==> config.mk <==
export PLATFORM = sky130hd
export DESIGN_NAME = can_crc15_frame
export DESIGN_NICKNAME = d
export VERILOG_FILES = /design/src/cancrc_pkg.sv /design/src/cancrc_dp.sv /design/src/cancrc_ctrl.sv /design/src/can_crc15_frame.sv
export SDC_FILE = /design/constraint.sdc
export NUM_CORES = 1
export LEC_CHECK = 0
export BUFFER_PORTS_ARGS = -buffer_cell sky130_fd_sc_hd__buf_4
export CAP_MARGIN = 0
export CORE_MARGIN = 5
export CORE_UTILIZATION = 39
export DETAILED_ROUTE_END_ITERATION = 8
export GPL_TIMING_DRIVEN = 0
export PLACE_DENSITY_LB_ADDON = 0.2
export SLEW_MARGIN = 20
export SYNTH_ARGS = -nofsm -noshare
export SYNTH_HDL_FRONTEND = slang
export SYNTH_SLANG_ARGS = --single-unit
==> constraint.sdc <==
create_clock -name clk -period 3.51 [get_ports clk]
set_input_delay 0.702 -clock clk [delete_from_list [all_inputs] [get_ports clk]]
set_output_delay 0.702 -clock clk [all_outputs]
set_load 0.005 [all_outputs]
==> src/cancrc_pkg.sv <==
// Package: shared constants, types and state encoding for the CAN CRC-15 block.
`default_nettype none
package cancrc_pkg;

  localparam int MAX_DATA_BYTES = 8;

  localparam int ID_W    = 11;
  localparam int LEN_W   = 4;
  localparam int DATA_W  = 64;
  localparam int CRC_W   = 15;
  localparam int HDR_BITS = ID_W + LEN_W;
  localparam int FRAME_W = ID_W + LEN_W + DATA_W;
  localparam int MAX_BITS = HDR_BITS + 8 * MAX_DATA_BYTES;
  localparam int BIT_CNT_W = $clog2(MAX_BITS + 1);

  localparam logic [CRC_W-1:0] CRC_POLY = 15'h4599;

  typedef enum logic [1:0] {
    ST_IDLE,
    ST_SHIFT,
    ST_HOLD
  } state_t;

  typedef struct packed {
    logic load;
    logic shift;
    logic cap;
  } cmd_t;

  typedef struct packed {
    logic last;
    logic out_free;
  } sts_t;

endpackage
`default_nettype wire

==> src/cancrc_dp.sv <==
// Datapath: frame shift register, CRC-15 LFSR, bit counter and result register.
`default_nettype none
module cancrc_dp (
  input  wire logic                         clk,
  input  wire logic                         rst,
  input  wire cancrc_pkg::cmd_t             cmd,
  output cancrc_pkg::sts_t                  sts,
  input  wire logic [cancrc_pkg::ID_W-1:0]   frame_id,
  input  wire logic [cancrc_pkg::LEN_W-1:0]  length_code,
  input  wire logic [cancrc_pkg::DATA_W-1:0] data_bytes,
  output logic                              out_valid,
  input  wire logic                         out_ready,
  output logic [cancrc_pkg::CRC_W-1:0]      crc_value
);
  import cancrc_pkg::*;

  logic [FRAME_W-1:0]   frame;
  logic [CRC_W-1:0]     crc;
  logic [CRC_W-1:0]     crc_next;
  logic [BIT_CNT_W-1:0] count;
  logic [BIT_CNT_W-1:0] load_count;
  logic [LEN_W-1:0]     used;
  logic                 fb;

  always_comb begin
    if (length_code > LEN_W'(MAX_DATA_BYTES)) begin
      used = LEN_W'(MAX_DATA_BYTES);
    end else begin
      used = length_code;
    end
    load_count = BIT_CNT_W'(HDR_BITS) + (BIT_CNT_W'(used) << 3);
    fb = frame[FRAME_W-1] ^ crc[CRC_W-1];
    crc_next = {crc[CRC_W-2:0], 1'b0} ^ (fb ? CRC_POLY : '0);
  end

  always_ff @(posedge clk) begin
    if (cmd.load) begin
      frame <= {frame_id, length_code, data_bytes};
      crc   <= '0;
    end else if (cmd.shift) begin
      frame <= {frame[FRAME_W-2:0], 1'b0};
      crc   <= crc_next;
    end
  end

  always_ff @(posedge clk) begin
    if (rst) begin
      count <= '0;
    end else if (cmd.load) begin
      count <= load_count;
    end else if (cmd.shift) begin
      count <= count - BIT_CNT_W'(1);
    end
  end

  always_ff @(posedge clk) begin
    if (rst) begin
      out_valid <= 1'b0;
    end else if (cmd.cap) begin
      out_valid <= 1'b1;
    end else if (out_ready) begin
      out_valid <= 1'b0;
    end
  end

  always_ff @(posedge clk) begin
    if (cmd.cap) begin
      crc_value <= crc;
    end
  end

  assign sts.last     = (count == BIT_CNT_W'(1));
  assign sts.out_free = !out_valid || out_ready;

`ifndef SYNTHESIS
  a_load_idle: assert property (@(posedge clk) disable iff (rst)
    cmd.load |-> count == '0) else $error("load while bits remain");
  a_cap_done: assert property (@(posedge clk) disable iff (rst)
    cmd.cap |-> count == '0 && sts.out_free) else $error("capture before done");
  a_load_count: assert property (@(posedge clk) disable iff (rst)
    cmd.load |=> count >= BIT_CNT_W'(HDR_BITS) && count <= BIT_CNT_W'(MAX_BITS))
    else $error("bad bit count");
  a_cap_valid: assert property (@(posedge clk) disable iff (rst)
    cmd.cap |=> out_valid) else $error("result lost");
  a_shift_live: assert property (@(posedge clk) disable iff (rst)
    cmd.shift |-> count != '0) else $error("shift past end");
`endif

endmodule
`default_nettype wire

==> src/cancrc_ctrl.sv <==
// Controller: sequences load, bit shifting and result capture.
`default_nettype none
module cancrc_ctrl (
  input  wire logic              clk,
  input  wire logic              rst,
  input  wire logic              in_valid,
  output logic                   in_ready,
  input  wire cancrc_pkg::sts_t  sts,
  output cancrc_pkg::cmd_t       cmd
);
  import cancrc_pkg::*;

  state_t state;
  state_t state_next;

  always_ff @(posedge clk) begin
    if (rst) begin
      state <= ST_IDLE;
    end else begin
      state <= state_next;
    end
  end

  always_comb begin
    state_next = state;
    case (state)
      ST_IDLE: begin
        if (in_valid) state_next = ST_SHIFT;
      end
      ST_SHIFT: begin
        if (sts.last) state_next = ST_HOLD;
      end
      ST_HOLD: begin
        if (sts.out_free) state_next = ST_IDLE;
      end
      default: state_next = ST_IDLE;
    endcase
  end

  always_comb begin
    in_ready  = 1'b0;
    cmd.load  = 1'b0;
    cmd.shift = 1'b0;
    cmd.cap   = 1'b0;
    case (state)
      ST_IDLE: begin
        in_ready = 1'b1;
        cmd.load = in_valid;
      end
      ST_SHIFT: begin
        cmd.shift = 1'b1;
      end
      ST_HOLD: begin
        cmd.cap = sts.out_free;
      end
      default: begin
        in_ready = 1'b0;
      end
    endcase
  end

endmodule
`default_nettype wire

==> src/can_crc15_frame.sv <==
// Top level: CAN CRC-15 over identifier, length code and used data bytes.
// Sequence: load in ST_IDLE, then shift one bit per cycle in ST_SHIFT over the
// 15 header bits and 8 bits per used data byte, then capture in ST_HOLD once
// the result register is free. A new frame is taken only after the last one is
// captured; the result register lets it start while the last result waits.
// Reset: synchronous rst clears the controller, bit counter and out_valid.
`default_nettype none
module can_crc15_frame (
  input  wire logic                         clk,
  input  wire logic                         rst,
  input  wire logic                         in_valid,
  output logic                              in_ready,
  input  wire logic [cancrc_pkg::ID_W-1:0]   frame_id,
  input  wire logic [cancrc_pkg::LEN_W-1:0]  length_code,
  input  wire logic [cancrc_pkg::DATA_W-1:0] data_bytes,
  output logic                              out_valid,
  input  wire logic                         out_ready,
  output logic [cancrc_pkg::CRC_W-1:0]      crc_value
);
  import cancrc_pkg::*;

  cmd_t cmd;
  sts_t sts;

  cancrc_ctrl u_ctrl (
    .clk      (clk),
    .rst      (rst),
    .in_valid (in_valid),
    .in_ready (in_ready),
    .sts      (sts),
    .cmd      (cmd)
  );

  cancrc_dp u_dp (
    .clk         (clk),
    .rst         (rst),
    .cmd         (cmd),
    .sts         (sts),
    .frame_id    (frame_id),
    .length_code (length_code),
    .data_bytes  (data_bytes),
    .out_valid   (out_valid),
    .out_ready   (out_ready),
    .crc_value   (crc_value)
  );

endmodule
`default_nettype wire

======== After elaboration in Yosys (flattened, before gate mapping) ========
Index checks and enable logic that the tools add are counted.
word-level totals
  bits in registers ....................... 119
  input bits .............................. 83
  logic and storage cells ................. 39
operators by class
  $add $sub $neg .......................... 2
  $lt $le $gt $ge ......................... 1
  equality and inequality tests ........... 6
  mux-type cells .......................... 16
  bitwise operators ....................... 2
  reductions and logical operators ........ 6
operators with widths
  operator             count
  $mux 79              2
  $mux 15              1
  $xor 15x15->15       1
  $mux 7               2
  $add 4x7->7 const A  1
  $eq 7x1->1 const B   1
  $sub 7x1->7 const B  1
  $mux 1               6
  $mux 2               3
  $pmux 2 s3           1
  $gt 4x4->1 const B   1
  $mux 4               1
  $ne 2x2->1 const B   2
  $reduce_bool 2->1    2
  $reduce_and 3->1     1
  $eq 2x1->1 const B   1
  $eq 2x2->1 const B   1
  $logic_not 2->1      1
  $ne 2x1->1 const B   1
  $logic_not 1->1      1
  $logic_or 1x1->1     1
  $xor 1x1->1          1

======== Logic depth before layout (Yosys ltp) ========
  word-level depth ........................ 4
  mapped depth ............................ 6
  depth with buffers taken out ............ 5

======== By module ========
Synthesis repeated with hierarchy kept, for this count alone.
second synthesis, totals
  cell total of the unflattened synthesis .. 306
  area total of the unflattened synthesis .. 4,924.7 µm²
by module, submodules not included
  module       instances  cells each  area each (µm²)  sequential area each (µm²)
  cancrc_dp    1          295         4,820.9          3,283.1
  cancrc_ctrl  1          11          103.8            40.0

======== Worst setup path before layout ========
Ideal clock, no wire load.
  kind .................................... input -> register
  from .................................... input port in_valid
  to ...................................... register u_dp.frame[0], enable pin
  library setup time ...................... 433 ps
  arrival ................................. 2,579 ps
  data required time ...................... 3,077 ps
  path slack .............................. 498 ps
  stages .................................. 3
  cells stage by stage .................... nor3b_2 nor2_1 inv_1
on the way
  cells in the longest elaborated chain, start to end .. 2
ends and longest elaborated chain
  element                             RTL line               source
  from (decl)                         can_crc15_frame.sv:11  input wire logic in_valid,
  $mux 1                              cancrc_ctrl.sv:45      case (state)
  $reduce_bool 2->1 (no source line)  -
  to (signal assigned)                cancrc_dp.sv:38        frame <= {frame_id, length_code, data_bytes};
  to (signal assigned)                cancrc_dp.sv:41        frame <= {frame[FRAME_W-2:0], 1'b0};
  to (decl)                           cancrc_dp.sv:17        logic [FRAME_W-1:0] frame;
No other way between the ends.
A chain may end at the register's enable or synchronous reset.

======== Worst setup path in the final report ========
  from .................................... register u_ctrl.state[0]
  to ...................................... register u_dp.frame[65], enable pin
on the way
  cells in the longest elaborated chain, start to end .. 3
ends and longest elaborated chain
  element                                               RTL line           source
  from (decl)                                           cancrc_ctrl.sv:13  state_t state;
  from (signal assigned)                                cancrc_ctrl.sv:20  state <= state_next;
  $eq 2x1->1 / $logic_not 2->1 (equally long branches)  cancrc_ctrl.sv:45
  $mux 1                                                cancrc_ctrl.sv:45
  $reduce_bool 2->1 (no source line) *                  -
Every way passes the cells marked *; elsewhere a longest branch is shown, timed or not.

==> metrics.cfg <==
[yosys]
synth_xor_area_frac = 0.01772
synth_area_per_cell_um2 = 10.21
synth_top_flop_cell = edfxtp_1
ys_seq_area_frac = 0.6722
yosys_register_bits = 119
syn_inst = 484
synth_fp_nets = 570
async_flop_share = 0
synth_top_family_by_area = simple AND/OR/NAND/NOR gates
synthMuxAreaShare = 0
synth_edf_count = 94
syn-cell-area_um2 = 4943
yosysUniqueCellTypes = 31
synth_top_area_share = 0.5710
synthSimpleGateAreaFrac = 0.2442
ys_top_cells_by_area = edfxtp_1 57%, nand2_1 19%, dfxtp_1 10%
ys_warn_count = 0
synth_fa_ha_area_frac = 0.007593
synth-compound-area-share = 0.02987
synth_top_area_cell = edfxtp_1

[timing]
hold_viol = 0
fmax_ghz = 0.5520
hold_slack_ps = 455.4
worst_pin_slew_ps = 702.4
period_share = 0.5161
finClkSkew_ps = 10.45
min_period_ps = 1812
slew_viol_final = 0
rsz0062_at_grt = no
max_slew_margin = 0.5296
setup_viol = 0

[final_layout]
area_growth_pct = 31.79
layout_commonest_cell = nand2_1
n_antenna_cell = 0
final.fill_count = 1186
multiInputGateArea_um2 = 1483
design_area_um2 = 6515
layout.nets = 688
final_cell_mix = 255 x nand2_1, 98 x buf_4, 94 x edfxtp_1
register_area_um2 = 3323
drive_gt1_frac = 0.2439

[worst_setup_path]
max_stage_delay_ps = 410
arrival_ps = 1870
cp_max_fo = 61
crit_path_end_kind = flip-flop
ff2ff_path_depth = 5
worstPathCellList = nor2b_2 > buf_6 > nor2_1 > inv_4 > buf_16
r2r-start = u_ctrl.state[0]$_SDFFE_PP0P_
critical_path_class = reg2reg
cp_data_required_time_ps = 3570
cp_slowest_cell = dfxtp_1
regToRegSetupSlack_ps = 1700
timing.rr.end = u_dp.frame[65]$_DFFE_PP_
critPathLaunchType = flip-flop
crit_start = u_ctrl.state[0]$_SDFFE_PP0P_

[detailed_routing]
wl_um = 9919
dr.pass1.iters = 4
wl_per_cell_um = 12.60
route.detailed.drc = 0
postRouteAntennaNets = 0
drt_iter0_drc = 246
via_count = 3569
viasPerCell = 4.535

[power_and_ir_drop]
clkPwrFrac = 0.413
p_int_uw = 3139
power_density_nw_per_um2 = 629.2
swShare = 0.2343
p_leak_uw = 0.002909
sequentialPowerShare = 0.462
ir_worst_vdd_mv = 0.2333
pwr-share-comb = 0.125
p_sw_uw = 960.7

[clock_network]
cts_buffers = 17
postCtsSetupBuffers = 0
cts.clk_slew.worst_paths_ps = 60
cts_hold_buf = 0
root_buffer = clkbuf_16
cts_sinks = 119
clock_latency_ps = 400
cts_tree = done
cts_buffer_depth = 2
h-tree-depth = 4
postCtsResizedCells = 0

[grt]
grt_max_degree = 62
gr-total-overflow = 0
grt_pass1_vias = 3659
track_usage = 0.1401
grt_pass1_wl_um = 16460
grt_antenna_before_repair = 0

[min_path]
hold_depth = 2
min_path_type = reg2reg
min_to = u_dp.crc[11]$_SDFFE_PP0N_
worstHoldStart = u_dp.crc[10]$_SDFFE_PP0N_

[floorplanning]
fp.coreArea_um2 = 12520
initial_core_util = 0.3949
die-area_um2 = 15030
io_pins = 100
die_x_um = 122.6
rows = 41
die_h_um = 122.6

[place]
placed_cell_area_um2 = 5927
gp_congestion = 0.7716
portBuffers = 98
hpwlAfterDp_um = 6947

[flow_run]
maxCapViolations = 0

[status]
status = complete, no violations

==> cells in the mapped netlist, types with 2 or more instances <==
cell type and instances:
xor2_1 3, nand2_1 255, buf_2 16, and2_1 2
nand2b_1 4, nor2_1 7, nand3_1 15, a21oi_1 6
dfxtp_1 25, nor2b_1 3, xnor2_1 7, a31oi_1 4
inv_1 4, clkbuf_1 9, ha_1 3, o21ai_0 9
edfxtp_1 94, nor3b_1 2, nor3_1 2, a211oi_1 3
==> critical path: cells and delay by family (launching register included) <==
kind          cells  cell delay (ps)
buf+inv           3              720
flops             1              410
simple gates      2              290
==> metrics by stage <==
step                      cells    util  TNS (ps)  worst slack, ps  total power [µW]
after floorplan             484       -         0            498.0              2239
after global placement      754  0.4709    -33140           -426.7              2419
after detailed placement    755  0.4735         0             1312              2441
after CTS                   787  0.5205         0             1686              4153
after global routing        787  0.5205         0             1602              4310
final                       787  0.5205         0             1698              4099
==> worst max-delay path by stage <==
stage,end,slack (ps)
2_1_floorplan,u_dp.frame[0]$_SDFFCE_PN0P_,500
3_3_place_gp,u_dp.frame[23]$_DFFE_PP_,-430
3_5_place_dp,u_dp.frame[30]$_DFFE_PP_,1310
4_1_cts,u_dp.frame[61]$_DFFE_PP_,1690
5_1_grt,u_dp.frame[33]$_DFFE_PP_,1600
6_report,u_dp.frame[65]$_DFFE_PP_,1700
==> flip-flops by register name (all words and copies together) (netlist names) <==
register        cells
u_dp.frame         79
u_dp.crc           15
u_dp.crc_value     15
u_dp.count          7
u_ctrl.state        2
u_dp.out_valid      1
==> per-layer routing <==
metal / wire, µm / GRT usage
met5: 0 / 0
met4: 114 / 0.05458
met3: 639 / 0.05069
met2: 4639 / 0.2181
met1: 4525 / 0.1790
==> power by group through the flow <==
stage	Sequential, µW	Clock, µW	Combinational, µW
after floorplan	1900	0	340
after global placement	1920	0	494
after detailed placement	1920	0	519
after CTS	1900	1730	523
after global routing	1920	1800	589
final	1890	1690	511
==> cells by family (layout without fill, tap and decap cells) <==
family	count (synthesis)	in the layout
AND/OR/NAND/NOR	297	297
flip-flops	119	119
buffers and inverters	30	161
AO/OA/AOI/OAI	25	25
XOR/XNOR	10	10
adder cells (fa/ha/maj)	3	3
==> layout make-up <==
type | instances | area share
Clock buffer | 23 | 0.07509
Clock inverter | 9 | 0.01517
Buffer | 26 | 0.01920
Tap cell | 172 | 0.03303
Inverter | 4 | 0.002689
Timing Repair Buffer | 99 | 0.1171
Multi-Input combinational cell | 335 | 0.2276
Sequential cell | 119 | 0.5101
Power figures use the tool's default switching activity.
